$ cat config.mk
export PLATFORM = sky130hd
export DESIGN_NAME = clipped_alpha_blit_flat
export DESIGN_NICKNAME = d
export VERILOG_FILES = /design/src/rtl/cab_pkg.sv /design/src/rtl/cab_stream_if.sv /design/src/rtl/clipped_alpha_blit.sv /design/src/rtl/cab_cfg.sv /design/src/rtl/cab_locate.sv /design/src/rtl/cab_blend.sv /design/src/flat_wrapper.sv
export SDC_FILE = /design/constraint.sdc
export NUM_CORES = 2
export LEC_CHECK = 0
export BUFFER_PORTS_ARGS = -buffer_cell sky130_fd_sc_hd__buf_4
export CAP_MARGIN = 15
export CORE_UTILIZATION = 45
export CTS_CLUSTER_DIAMETER = 50
export CTS_CLUSTER_SIZE = 40
export DETAILED_ROUTE_END_ITERATION = 10
export GPL_ROUTABILITY_DRIVEN = 1
export RECOVER_POWER = 100
export SLEW_MARGIN = 20
export SYNTH_ARGS = -nofsm -noshare
export SYNTH_HDL_FRONTEND = slang
export SYNTH_SLANG_ARGS = --single-unit
$ cat constraint.sdc
create_clock -name clk_i -period 4.95 [get_ports clk_i]
set_input_delay 0.99 -clock clk_i [delete_from_list [all_inputs] [get_ports clk_i]]
set_output_delay 0.99 -clock clk_i [all_outputs]
set_load 0.01 [all_outputs]
$ cat src/rtl/cab_pkg.sv
package cab_pkg;

  localparam int unsigned MAX_DIMENSION = 2048;

  localparam int unsigned PixW     = 32;
  localparam int unsigned DimW     = 12;
  localparam int unsigned OffW     = 13;
  localparam int unsigned AddrW    = 22;
  localparam int unsigned CfgIdxW  = 3;
  localparam int unsigned CfgDataW = 13;
  localparam int unsigned ChanW    = 8;
  localparam int unsigned NumChan  = 3;

  typedef enum logic [CfgIdxW-1:0] {
    RegDestX        = 3'd0,
    RegDestY        = 3'd1,
    RegSourceWidth  = 3'd2,
    RegSourceHeight = 3'd3,
    RegCanvasWidth  = 3'd4,
    RegCanvasHeight = 3'd5
  } cfg_reg_e;

  typedef struct packed {
    logic [CfgIdxW-1:0]  index;
    logic [CfgDataW-1:0] value;
  } cfg_item_t;

  typedef struct packed {
    logic [PixW-1:0] source_pixel;
    logic [PixW-1:0] canvas_pixel;
  } pix_item_t;

  typedef struct packed {
    logic             write_enable;
    logic [AddrW-1:0] write_address;
    logic [PixW-1:0]  write_pixel;
    logic             last;
  } wr_item_t;

  typedef struct packed {
    logic signed [OffW-1:0] dest_x;
    logic signed [OffW-1:0] dest_y;
    logic [DimW-1:0]        source_width;
    logic [DimW-1:0]        source_height;
    logic [DimW-1:0]        canvas_width;
    logic [DimW-1:0]        canvas_height;
  } cfg_t;

  // Located pixel: position resolved against the canvas
  typedef struct packed {
    logic [PixW-1:0] source_pixel;
    logic [PixW-1:0] canvas_pixel;
    logic            in_canvas;
    logic            last;
    logic [DimW-1:0] cx;
    logic [DimW-1:0] cy;
  } loc_t;

endpackage

$ cat src/rtl/cab_stream_if.sv
interface cab_stream_if #(
  parameter type T = logic
);
  logic valid;
  logic ready;
  T     data;

  modport source (output valid, output data, input ready);
  modport sink (input valid, input data, output ready);
endinterface

$ cat src/rtl/clipped_alpha_blit.sv
// Source-over blit of an ARGB8888 image onto a canvas.
// cfg_i: register writes (index, value); always ready. Any write to a known
//   register restarts the image at column 0, row 0. Write only while idle.
// pix_i: one source pixel per transfer in row-major order, with the canvas
//   pixel currently stored at the matching place (used only for blending).
// wr_o: one result per input pixel: write enable, linear canvas address,
//   pixel with alpha 255, and a last flag on the final pixel of the image.
//   Clipped or fully transparent pixels come out with write enable low.
// Each result is registered in the locate, multiply and output registers
//   in turn before it is valid on wr_o.
// Throughput: one pixel per cycle while wr_o is ready; each stage holds
//   one pixel and the pipeline fills and drains without bubbles.
// When wr_o stalls, results hold in the output register and the stages
//   behind it keep filling; pix_i.ready drops once all three are full.
// Reset clears the counters, the pipeline valids and the registers to
//   their defaults (source 1x1, canvas 0x0, offset 0).
module clipped_alpha_blit #(
  parameter int unsigned MaxDimension = cab_pkg::MAX_DIMENSION
) (
  input  logic         clk_i,
  input  logic         rst_ni,
  cab_stream_if.sink   cfg_i,
  cab_stream_if.sink   pix_i,
  cab_stream_if.source wr_o
);
  import cab_pkg::*;

  cfg_t cfg;
  logic restart;
  logic loc_valid;
  loc_t loc;
  logic adv_blend;

  cab_cfg #(
    .MaxDimension (MaxDimension)
  ) u_cfg (
    .clk_i     (clk_i),
    .rst_ni    (rst_ni),
    .cfg_i     (cfg_i),
    .cfg_o     (cfg),
    .restart_o (restart)
  );

  cab_locate #(
    .MaxDimension (MaxDimension)
  ) u_locate (
    .clk_i       (clk_i),
    .rst_ni      (rst_ni),
    .cfg_i       (cfg),
    .restart_i   (restart),
    .pix_i       (pix_i),
    .adv_next_i  (adv_blend),
    .loc_valid_o (loc_valid),
    .loc_o       (loc)
  );

  cab_blend u_blend (
    .clk_i       (clk_i),
    .rst_ni      (rst_ni),
    .cfg_i       (cfg),
    .loc_valid_i (loc_valid),
    .loc_i       (loc),
    .adv_o       (adv_blend),
    .wr_o        (wr_o)
  );

endmodule

$ cat src/rtl/cab_cfg.sv
module cab_cfg #(
  parameter int unsigned MaxDimension = cab_pkg::MAX_DIMENSION
) (
  input  logic          clk_i,
  input  logic          rst_ni,
  cab_stream_if.sink    cfg_i,
  output cab_pkg::cfg_t cfg_o,
  output logic          restart_o
);
  import cab_pkg::*;

  cfg_t cfg_q, cfg_d;
  logic restart_d;
  logic [DimW-1:0] raw_dim;

  function automatic logic [DimW-1:0] clamp_dim(logic [DimW-1:0] b, logic [DimW-1:0] zero_as);
    logic [DimW-1:0] r;
    if (b == '0) begin
      r = zero_as;
    end else if (32'(b) > 32'(MaxDimension)) begin
      r = DimW'(MaxDimension);
    end else begin
      r = b;
    end
    return r;
  endfunction

  assign cfg_i.ready = 1'b1;
  assign raw_dim     = cfg_i.data.value[DimW-1:0];

  always_comb begin
    cfg_d     = cfg_q;
    restart_d = 1'b0;
    if (cfg_i.valid) begin
      restart_d = 1'b1;
      unique case (cfg_reg_e'(cfg_i.data.index))
        RegDestX:        cfg_d.dest_x        = signed'(cfg_i.data.value);
        RegDestY:        cfg_d.dest_y        = signed'(cfg_i.data.value);
        RegSourceWidth:  cfg_d.source_width  = clamp_dim(raw_dim, DimW'(1));
        RegSourceHeight: cfg_d.source_height = clamp_dim(raw_dim, DimW'(1));
        RegCanvasWidth:  cfg_d.canvas_width  = clamp_dim(raw_dim, '0);
        RegCanvasHeight: cfg_d.canvas_height = clamp_dim(raw_dim, '0);
        default:         restart_d           = 1'b0;
      endcase
    end
  end

  always_ff @(posedge clk_i or negedge rst_ni) begin
    if (!rst_ni) begin
      cfg_q.dest_x        <= '0;
      cfg_q.dest_y        <= '0;
      cfg_q.source_width  <= DimW'(1);
      cfg_q.source_height <= DimW'(1);
      cfg_q.canvas_width  <= '0;
      cfg_q.canvas_height <= '0;
    end else begin
      cfg_q <= cfg_d;
    end
  end

  assign cfg_o     = cfg_q;
  assign restart_o = restart_d;

endmodule

$ cat src/rtl/cab_locate.sv
module cab_locate #(
  parameter int unsigned MaxDimension = cab_pkg::MAX_DIMENSION
) (
  input  logic          clk_i,
  input  logic          rst_ni,
  input  cab_pkg::cfg_t cfg_i,
  input  logic          restart_i,
  cab_stream_if.sink    pix_i,
  input  logic          adv_next_i,
  output logic          loc_valid_o,
  output cab_pkg::loc_t loc_o
);
  import cab_pkg::*;

  localparam int unsigned CntW = $clog2(MaxDimension);
  localparam int unsigned PosW = ((CntW > OffW) ? CntW : OffW) + 2;

  logic [CntW-1:0] col_q, col_d, row_q, row_d;
  logic            valid_q;
  loc_t            loc_q, loc_d;
  logic            adv, fire, col_end, row_end;
  logic signed [PosW-1:0] cx, cy;

  assign adv         = !valid_q || adv_next_i;
  assign pix_i.ready = adv;
  assign fire        = pix_i.valid && adv;

  assign col_end = (32'(col_q) + 32'd1) >= 32'(cfg_i.source_width);
  assign row_end = (32'(row_q) + 32'd1) >= 32'(cfg_i.source_height);

  assign cx = PosW'(cfg_i.dest_x) + signed'(PosW'(col_q));
  assign cy = PosW'(cfg_i.dest_y) + signed'(PosW'(row_q));

  always_comb begin
    loc_d.source_pixel = pix_i.data.source_pixel;
    loc_d.canvas_pixel = pix_i.data.canvas_pixel;
    loc_d.in_canvas = !cx[PosW-1] && !cy[PosW-1]
                   && (cx < signed'(PosW'(cfg_i.canvas_width)))
                   && (cy < signed'(PosW'(cfg_i.canvas_height)));
    loc_d.last = col_end && row_end;
    loc_d.cx   = cx[DimW-1:0];
    loc_d.cy   = cy[DimW-1:0];
  end

  always_comb begin
    col_d = col_q;
    row_d = row_q;
    if (restart_i) begin
      col_d = '0;
      row_d = '0;
    end else if (fire) begin
      if (col_end) begin
        col_d = '0;
        row_d = row_end ? '0 : row_q + CntW'(1);
      end else begin
        col_d = col_q + CntW'(1);
      end
    end
  end

  always_ff @(posedge clk_i or negedge rst_ni) begin
    if (!rst_ni) begin
      col_q   <= '0;
      row_q   <= '0;
      valid_q <= 1'b0;
    end else begin
      col_q <= col_d;
      row_q <= row_d;
      if (adv) begin
        valid_q <= pix_i.valid;
      end
    end
  end

  always_ff @(posedge clk_i) begin
    if (fire) begin
      loc_q <= loc_d;
    end
  end

  assign loc_valid_o = valid_q;
  assign loc_o       = loc_q;

  a_wrap_on_last: assert property (@(posedge clk_i) disable iff (!rst_ni)
    fire && loc_d.last |=> col_q == '0 && row_q == '0)
    else $error("counters did not wrap after last pixel");

  a_restart_clears: assert property (@(posedge clk_i) disable iff (!rst_ni)
    restart_i |=> col_q == '0 && row_q == '0)
    else $error("register write did not restart the image");

  a_col_in_row: assert property (@(posedge clk_i) disable iff (!rst_ni)
    32'(col_q) < 32'(cfg_i.source_width))
    else $error("column counter beyond source width");

endmodule

$ cat src/rtl/cab_blend.sv
module cab_blend (
  input  logic          clk_i,
  input  logic          rst_ni,
  input  cab_pkg::cfg_t cfg_i,
  input  logic          loc_valid_i,
  input  cab_pkg::loc_t loc_i,
  output logic          adv_o,
  cab_stream_if.source  wr_o
);
  import cab_pkg::*;

  localparam int unsigned ProdW = 2 * ChanW;
  localparam int unsigned BaseW = 2 * DimW;

  typedef struct packed {
    logic                            we;
    logic                            last;
    logic                            opaque;
    logic [PixW-1:0]                 source_pixel;
    logic [BaseW-1:0]                base;
    logic [DimW-1:0]                 cx;
    logic [NumChan-1:0][ProdW-1:0]   ps;
    logic [NumChan-1:0][ProdW-1:0]   pd;
  } mul_t;

  mul_t     mul_q, mul_d;
  logic     mul_valid_q, out_valid_q;
  wr_item_t out_q, out_d;
  logic     adv_mul, adv_out;
  logic [ChanW-1:0] alpha, inv_alpha;

  assign adv_out = !out_valid_q || wr_o.ready;
  assign adv_mul = !mul_valid_q || adv_out;
  assign adv_o   = adv_mul;

  // Multiply stage: address row base and per-channel products
  always_comb begin
    alpha              = loc_i.source_pixel[PixW-1 -: ChanW];
    inv_alpha          = 8'hFF - alpha;
    mul_d.we           = loc_i.in_canvas && (alpha != '0);
    mul_d.last         = loc_i.last;
    mul_d.opaque       = alpha == 8'hFF;
    mul_d.source_pixel = loc_i.source_pixel;
    mul_d.base         = BaseW'(loc_i.cy) * BaseW'(cfg_i.canvas_width);
    mul_d.cx           = loc_i.cx;
    for (int k = 0; k < NumChan; k++) begin
      mul_d.ps[k] = ProdW'(loc_i.source_pixel[ChanW*k +: ChanW]) * ProdW'(alpha);
      mul_d.pd[k] = ProdW'(loc_i.canvas_pixel[ChanW*k +: ChanW]) * ProdW'(inv_alpha);
    end
  end

  // Sum and divide by 255: q = (x + (x >> 8) + 1) >> 8 is exact for x <= 255*255
  always_comb begin
    logic [ProdW:0]                  sum;
    logic [ProdW:0]                  t;
    logic [NumChan-1:0][ChanW-1:0]   ch;
    logic [BaseW-1:0]                addr;
    for (int k = 0; k < NumChan; k++) begin
      sum   = (ProdW+1)'(mul_q.ps[k]) + (ProdW+1)'(mul_q.pd[k]);
      t     = sum + (sum >> ChanW) + (ProdW+1)'(1);
      ch[k] = t[ChanW +: ChanW];
    end
    addr              = mul_q.base + BaseW'(mul_q.cx);
    out_d.write_enable  = mul_q.we;
    out_d.last          = mul_q.last;
    out_d.write_address = '0;
    out_d.write_pixel   = '0;
    if (mul_q.we) begin
      out_d.write_address = addr[AddrW-1:0];
      out_d.write_pixel   = mul_q.opaque ? (mul_q.source_pixel | 32'hFF00_0000)
                                         : {8'hFF, ch};
    end
  end

  always_ff @(posedge clk_i or negedge rst_ni) begin
    if (!rst_ni) begin
      mul_valid_q <= 1'b0;
      out_valid_q <= 1'b0;
    end else begin
      if (adv_mul) begin
        mul_valid_q <= loc_valid_i;
      end
      if (adv_out) begin
        out_valid_q <= mul_valid_q;
      end
    end
  end

  always_ff @(posedge clk_i) begin
    if (adv_mul && loc_valid_i) begin
      mul_q <= mul_d;
    end
    if (adv_out && mul_valid_q) begin
      out_q <= out_d;
    end
  end

  assign wr_o.valid = out_valid_q;
  assign wr_o.data  = out_q;

  a_quiet_when_no_write: assert property (@(posedge clk_i) disable iff (!rst_ni)
    wr_o.valid && !wr_o.data.write_enable |->
      wr_o.data.write_address == '0 && wr_o.data.write_pixel == '0)
    else $error("address or pixel nonzero without write");

  a_alpha_opaque: assert property (@(posedge clk_i) disable iff (!rst_ni)
    wr_o.valid && wr_o.data.write_enable |-> wr_o.data.write_pixel[PixW-1 -: ChanW] == 8'hFF)
    else $error("written pixel alpha not opaque");

endmodule

$ cat src/flat_wrapper.sv
// flat-port wrapper written by rule: the top's interface ports become plain ports
module clipped_alpha_blit_flat import cab_pkg::*;
#(
  parameter int unsigned MaxDimension = cab_pkg::MAX_DIMENSION
)
  (clk_i, rst_ni, cfg_i_valid, cfg_i_data, cfg_i_ready, pix_i_valid, pix_i_data, pix_i_ready, wr_o_valid, wr_o_data, wr_o_ready);
  cab_stream_if #(.T(cfg_item_t)) cfg_i_i ();
  cab_stream_if #(.T(pix_item_t)) pix_i_i ();
  cab_stream_if #(.T(wr_item_t)) wr_o_i ();
  input  logic clk_i;
  input  logic rst_ni;
  input wire logic [$bits(cfg_i_i.valid)-1:0] cfg_i_valid;
  input wire logic [$bits(cfg_i_i.data)-1:0] cfg_i_data;
  output wire logic [$bits(cfg_i_i.ready)-1:0] cfg_i_ready;
  input wire logic [$bits(pix_i_i.valid)-1:0] pix_i_valid;
  input wire logic [$bits(pix_i_i.data)-1:0] pix_i_data;
  output wire logic [$bits(pix_i_i.ready)-1:0] pix_i_ready;
  output wire logic [$bits(wr_o_i.valid)-1:0] wr_o_valid;
  output wire logic [$bits(wr_o_i.data)-1:0] wr_o_data;
  input wire logic [$bits(wr_o_i.ready)-1:0] wr_o_ready;
  assign cfg_i_i.valid = cfg_i_valid;
  assign cfg_i_i.data = cfg_i_data;
  assign cfg_i_ready = cfg_i_i.ready;
  assign pix_i_i.valid = pix_i_valid;
  assign pix_i_i.data = pix_i_data;
  assign pix_i_ready = pix_i_i.ready;
  assign wr_o_valid = wr_o_i.valid;
  assign wr_o_data = wr_o_i.data;
  assign wr_o_i.ready = wr_o_ready;
  clipped_alpha_blit #(.MaxDimension(MaxDimension)) u_core (.clk_i(clk_i), .rst_ni(rst_ni), .cfg_i(cfg_i_i), .pix_i(pix_i_i), .wr_o(wr_o_i));
endmodule
### After elaboration in Yosys (flattened, before gate mapping)

Index checks and enable logic that the tools add are counted.

| cells by class | value |
|---|---|
| add/subtract/negate cells | 17 |
| multipliers | 7 |
| $lt $le $gt $ge | 5 |
| equal/unequal tests | 6 |
| multiplexer cells | 13 |
| reduce and logical (&&, ||, !) cells | 29 |

Operators with widths:

| kind | number |
|---|---|
| multiplier 8 x 8 -> 16 bit | 6 |
| two-way mux 11 bit | 7 |
| adder 16 x 16 -> 17 bit | 3 |
| adder 16 x 1 -> 16 bit, second input constant | 3 |
| adder 16 x 9 -> 16 bit | 3 |
| two-way mux 12 bit | 3 |
| adder 13 x 12 -> 14 bit | 2 |
| less-than comparator 14 x 13 -> 1 bit | 2 |
| adder 11 x 1 -> 12 bit, second input constant | 2 |
| greater-or-equal comparator 12 bit | 2 |
| two-way mux 24 bit | 1 |
| adder 11 x 1 -> 11 bit, second input constant | 2 |
| adder 22 x 12 -> 22 bit | 1 |
| multiplier 12 x 12 -> 22 bit | 1 |
| AND reduction 2 bit | 7 |
| greater-than comparator 12 bit, second input constant | 1 |
| logical NOT 12 bit | 1 |
| == test 8 bit, second input constant | 1 |
| logical AND 1 bit | 8 |
| nonzero test 8 bit | 1 |
| subtractor 8 bit, first input constant | 1 |
| == test 3 x 2 -> 1 bit, second input constant | 2 |
| == test 3 bit, second input constant | 2 |
| OR reduction 6 bit | 1 |
| other kinds (6) | 14 |

| word-level totals | value |
|---|---|
| register bits after elaboration | 394 |
| input bits | 85 |

### Depth between registers and ports, before layout

| depth | value |
|---|---|
| depth after elaboration | 7 |
| mapped depth | 22 |
| mapped depth without buffers | 21 |

### By module

Synthesis repeated with hierarchy kept, for this count alone.

| second synthesis, totals | value |
|---|---|
| cell total of the unflattened synthesis | 3,563 |
| area total of the unflattened synthesis | 36,618.9 µm² |

By module, submodules not included:

| module | instances | cells an instance | area an instance (µm²) |
|---|---|---|---|
| cab_blend | 1 | 2,814 | 27,550.2 |
| cab_locate | 1 | 521 | 6,183.4 |
| cab_cfg | 1 | 228 | 2,885.3 |

### Worst setup path before layout

Ideal clock, no wire load.

| timing path | value |
|---|---|
| path type | flip-flop to flip-flop |
| start point | register u_core.u_cfg.cfg_q (netlist bit u_core.u_cfg.cfg_o[15]) |
| end point | register u_core.u_blend.mul_q[129] (netlist name) (data pin) |
| arrival time | 5.094 ns |
| setup slack | -0.404 ns |
| cell stages (with the launch flop) | 21 |
| path through | dfrtp_1 > clkbuf_1 > nand2_1 > fa_1 > inv_1 > fa_1 > fa_1 > fa_1 > inv_1 > fa_1 > inv_1 > ha_1 > and3_1 > and3_1 > a21oi_1 > o31ai_1 > o41a_1 > nand4_1 > nand4b_1 > a21oi_1 > xnor2_1 |

RTL lines:

| item | RTL line | RTL |
|---|---|---|
| from (decl) | cab_cfg.sv:12 | `cfg_t cfg_q, cfg_d;` |
| from (signal assigned) | cab_cfg.sv:57 | `cfg_q <= cfg_d;` |
| to (signal assigned) | cab_blend.sv:91 | `mul_q <= mul_d;` |
| to (decl) | cab_blend.sv:26 | `mul_t mul_q, mul_d;` |

==> impl_summary.md <==
Outcome
The flow ran to the end, but the final reports show violations. The checks that failed: max-capacitance violations, max-slew violations, negative setup slack.

Clock network
The cell chosen for the clock root is sky130_fd_sc_hd__clkbuf_16. The clock transition at the registers of the reported paths is 60 ps. The number of buffers added to fix hold violations after cts is 0. The clock latency at the later pin of the worst-skew pair is 630 ps. The clock drives 387 sinks. The level count of the clock H-tree is 2. The clock tree buffer depth is 3.

The number of clock buffers added by TritonCTS is 59. TritonCTS built the clock tree.

Finish
The area growth from synthesis to layout is 14.7%. In the final layout, the share of cells above drive strength 1 is 0.110. The number of filler instances in the final layout is 7308. The net count of the finished layout is 4617.

The share of the core filled with cells is 0.522. The number of antenna diodes in the final layout is 0.

Yosys
Sorting the synthesized cells by area gives the leading types as sky130_fd_sc_hd__edfxtp_1, sky130_fd_sc_hd__fa_1, sky130_fd_sc_hd__ha_1. The area share of the largest cell type after synthesis is 0.240. After synthesis, the mean cell area works out to 10.2 sq um.

The synthesized netlist occupies a cell area of 0.0360 sq mm. Counting flops with an async set or reset pin after synthesis yields a share of 0.256. The most repeated cell in the gate-level netlist after synthesis is sky130_fd_sc_hd__inv_1. Of the synthesized area, sequential elements account for 0.309.

The synthesized flop and latch total is 387. The synthesized design contains 288 enable-type register cells. Counting every instance in the synthesized netlist gives 3522. The synthesized netlist net count is 4351.

The cell type contributing the most total cell area after synthesis is sky130_fd_sc_hd__edfxtp_1. The unique cell type count in the Yosys netlist is 84. Sorting the synthesized cells by how often they occur yields sky130_fd_sc_hd__inv_1, sky130_fd_sc_hd__ha_1, sky130_fd_sc_hd__fa_1, sky130_fd_sc_hd__nand2_1, sky130_fd_sc_hd__edfxtp_1. For this run, the leading register cell type out of synthesis is sky130_fd_sc_hd__edfxtp_1. The Yosys warning count is 0.

Power
Power spread over the standard cell area amounts to 611 mW/mm^2. The total design power is 25.2 mW. The net switching power is 10.8 mW.

The leakage power total is 19.1 nW. The share of total power dissipated in combinational logic is 0.617. The clock network fraction of total power is 0.172. Of the total power, the share spent switching nets is 0.426.

Internal power comes to 14.5 mW. The sequential group share of total power is 0.212. Across the VDD grid, the largest voltage drop is 472 uV.

Floorplan
For this configuration, the core starts out at a cell density of 0.455. In this run the horizontal extent of the chip is 285 microns. The die covers 0.0811 sq mm. In this run the standard cell core region covers 0.0791 sq mm. Measured along the y axis, the die boundary spans 285 microns. The boundary pin count is 144. The floorplan has 103 rows.

Global route
In the global route stage, overall resource usage came out at 0.211. The busiest metal layer after global routing is met2. The global routing met2 resource utilization is 0.370. The via count of the first global-routing pass is 26.2k. The maximum number of pins on one net before global-route repair is 81. The initial antenna violation count came to 1. For this run, global-route usage on met1 was measured as 0.269.

The wire length of the first global-routing pass is 136 mm. Global routing finished with a remaining overflow of 0. The global-route track usage on met3 is 0.0258.

Setup path
STA classifies the critical path startpoint as a flop. The required time of the critical path is 5320 ps. The kind of end point of the critical path is a flop. The critical path starts at u_core.u_locate.loc_o[3]$_DFFE_PP_.

The highest net fanout along the worst path is 3. The critical path is of the flop to flop type. The arrival time of the worst setup path is 5490 ps. The launch instance of the worst register-to-register path is u_core.u_locate.loc_o[3]$_DFFE_PP_.

Route
In the routed layout, each cell is associated on average with a via count of 5.11. In the routed design, unresolved DRC markers number 0. The first-pass iteration count of the detailed router is 5. The final wirelength is 83.6 mm. The remaining antenna violation count after routing is 0.

The detailed-route wire length per cell is 17.1 microns. The detailed router finished its first iteration with 1163 violations. The detailed-route via count is 25.0k.

Placement
At the placement stage, the worst setup path has a slack of -367 ps. The detailed-placement wirelength estimate is 64.0 mm. Routability-driven placement finished with a final weighted congestion of 0.859.

Input and output buffers added on the ports amount to 134.

Run
Max-cap violations in this run came to 8.

Timing
At the pin with the least slew margin, the transition time is 4290 ps. The setup slack after layout is -172 ps. Timing would allow up to 0.195 GHz.

The total negative slack for setup checks is -1000 ps. The tightest slew margin relative to the limit is -1.86. The final number of max-transition violations came to 295. The worst hold slack after final layout is 418 ps. The final critical path time including I/O delays and setup is 5120 ps.

In the finished design, the share of the clock period the worst path needs comes to 1.03. The final hold violation count is 0. The count of endpoints failing setup in the final report is 14. Setup repair after global routing could not meet its margin everywhere. Between clock sinks in the finished design, the worst skew comes to 21.4 ps.

Worst hold path
The worst hold path begins at u_core.u_locate.loc_o[23]$_DFFE_PP_. The class of the most critical hold timing path is flop to flop.
## stage by stage
| step | cell area, sq um | std cells |
|---|---|---|
| floorplan | 36200 | 3522 |
| global placement | 39300 | 4757 |
| detailed placement | 39300 | 4757 |
| CTS | 41500 | 4878 |
| global route | 41300 | 4886 |
| finish | 41300 | 4886 |
## what timing repair did
action | in CTS | in global routing
endpoints found under the hold margin | 0 | 0
resized for setup | 14 | 59
cloned | 0 | 1
setup buffers | 12 | 8
setup endpoints to repair | 7 | 37
pin swaps | 23 | 31
## cells by family after synthesis
| group | Yosys count | share of synthesized area |
|---|---|---|
| AOI/OAI and AO/OA | 494 | 0.0900 |
| DFF | 387 | 0.309 |
| buffers and inverters | 625 | 0.0660 |
| adders and majority gates | 744 | 0.325 |
| and+or+nand+nor | 1037 | 0.150 |
| other | 1 | 0.000104 |
| muxes | 44 | 0.0134 |
| xor gates and xnor gates | 190 | 0.0462 |
## per-layer routing
layer	wire length (microns)	part of all wire
met5	0	0
met4	3070	0.037
met3	2860	0.034
met2	40900	0.49
met1	36800	0.44
## cell type report
type / instances / area [sq um] / share of cell area
clock inverters: 44 / 502 / 0.0122
clock buffers: 65 / 1570 / 0.0381
flip-flops and latches: 387 / 11100 / 0.270
multi-input cells: 2510 / 22800 / 0.552
inverters: 524 / 1970 / 0.0477
repair buffers: 306 / 2020 / 0.0489
well taps: 1050 / 1310 / 0.0318
## state kept, by name, indices dropped and copies added, names as in the netlist
name                         flops
u_core.u_locate.loc_o           82
u_core.u_blend.wr_o.data        49
u_core.u_locate.row_q           11
u_core.u_blend.mul_valid_q       1
u_core.u_locate.loc_valid_o      1
u_core.u_blend.mul_q           157
u_core.u_cfg.cfg_o              74
u_core.u_locate.col_q           11
u_core.u_blend.wr_o.valid        1
## worst max-delay path, stage by stage (launching register included)
cell and delay (ps):
sky130_fd_sc_hd__edfxtp_1 450, sky130_fd_sc_hd__buf_6 150, sky130_fd_sc_hd__and2_4 140, sky130_fd_sc_hd__fa_1 470, sky130_fd_sc_hd__fa_1 560, sky130_fd_sc_hd__fa_1 440, sky130_fd_sc_hd__fa_1 530, sky130_fd_sc_hd__inv_2 40
sky130_fd_sc_hd__fa_1 490, sky130_fd_sc_hd__inv_2 50, sky130_fd_sc_hd__ha_4 220, sky130_fd_sc_hd__a21o_1 150, sky130_fd_sc_hd__a21o_1 180, sky130_fd_sc_hd__a21oi_2 130, sky130_fd_sc_hd__o31ai_2 90, sky130_fd_sc_hd__o41a_1 360
sky130_fd_sc_hd__nand4_1 90, sky130_fd_sc_hd__nand4b_1 110, sky130_fd_sc_hd__a21oi_2 160, sky130_fd_sc_hd__xnor2_1 70
## worst paths after layout
path	end	slack (ps)	cells after the start
setup / recovery	u_core.u_blend.mul_q[129]$_DFFE_PP_	-170	19
hold / removal	u_core.u_blend.mul_q[107]$_DFFE_PP_	420	0
setup reg to reg	u_core.u_blend.mul_q[129]$_DFFE_PP_	-170	19
hold reg to reg	u_core.u_blend.mul_q[107]$_DFFE_PP_	420	0
max in group asynchronous	u_core.u_locate.col_q[8]$_DFFE_PN0P_	1090	2
min in group asynchronous	u_core.u_cfg.cfg_o[8]$_DFFE_PN0P_	790	1
## layout by cell type, fill, tap and decap left out, types with 9 or more instances in the layout
cell and n:
sky130_fd_sc_hd__a211oi_1 17, sky130_fd_sc_hd__a21o_1 62, sky130_fd_sc_hd__a21oi_1 113, sky130_fd_sc_hd__a22o_1 10, sky130_fd_sc_hd__a31oi_1 10, sky130_fd_sc_hd__and2_0 16
sky130_fd_sc_hd__and2_1 148, sky130_fd_sc_hd__and3_1 19, sky130_fd_sc_hd__buf_12 9, sky130_fd_sc_hd__buf_4 135, sky130_fd_sc_hd__clkbuf_1 113, sky130_fd_sc_hd__clkbuf_16 63
sky130_fd_sc_hd__clkbuf_4 44, sky130_fd_sc_hd__dfrtp_1 94, sky130_fd_sc_hd__edfxtp_1 288, sky130_fd_sc_hd__fa_1 318, sky130_fd_sc_hd__ha_1 412, sky130_fd_sc_hd__ha_4 11
sky130_fd_sc_hd__inv_1 513, sky130_fd_sc_hd__inv_2 10, sky130_fd_sc_hd__inv_6 10, sky130_fd_sc_hd__mux2_2 34, sky130_fd_sc_hd__mux2i_1 10, sky130_fd_sc_hd__nand2_1 286
sky130_fd_sc_hd__nand2b_1 125, sky130_fd_sc_hd__nand3_1 53, sky130_fd_sc_hd__nor2_1 137, sky130_fd_sc_hd__nor2b_1 131, sky130_fd_sc_hd__nor3_1 30, sky130_fd_sc_hd__nor4_1 12
sky130_fd_sc_hd__o2111ai_1 13, sky130_fd_sc_hd__o21a_1 26, sky130_fd_sc_hd__o21ai_0 129, sky130_fd_sc_hd__o21ai_1 9, sky130_fd_sc_hd__o21bai_1 12, sky130_fd_sc_hd__or3_1 16
sky130_fd_sc_hd__xnor2_1 137, sky130_fd_sc_hd__xor2_1 52
## power by group through the flow
stage	Combinational (mW)	Clock [mW]	Sequential, mW
floorplan	11.4	0	5.24
global placement	15.2	0	5.39
detailed placement	15.4	0	5.41
CTS	15.6	4.43	5.34
global route	17.7	4.56	5.42
finish	15.6	4.33	5.34
(Power assumes the default switching activity.)
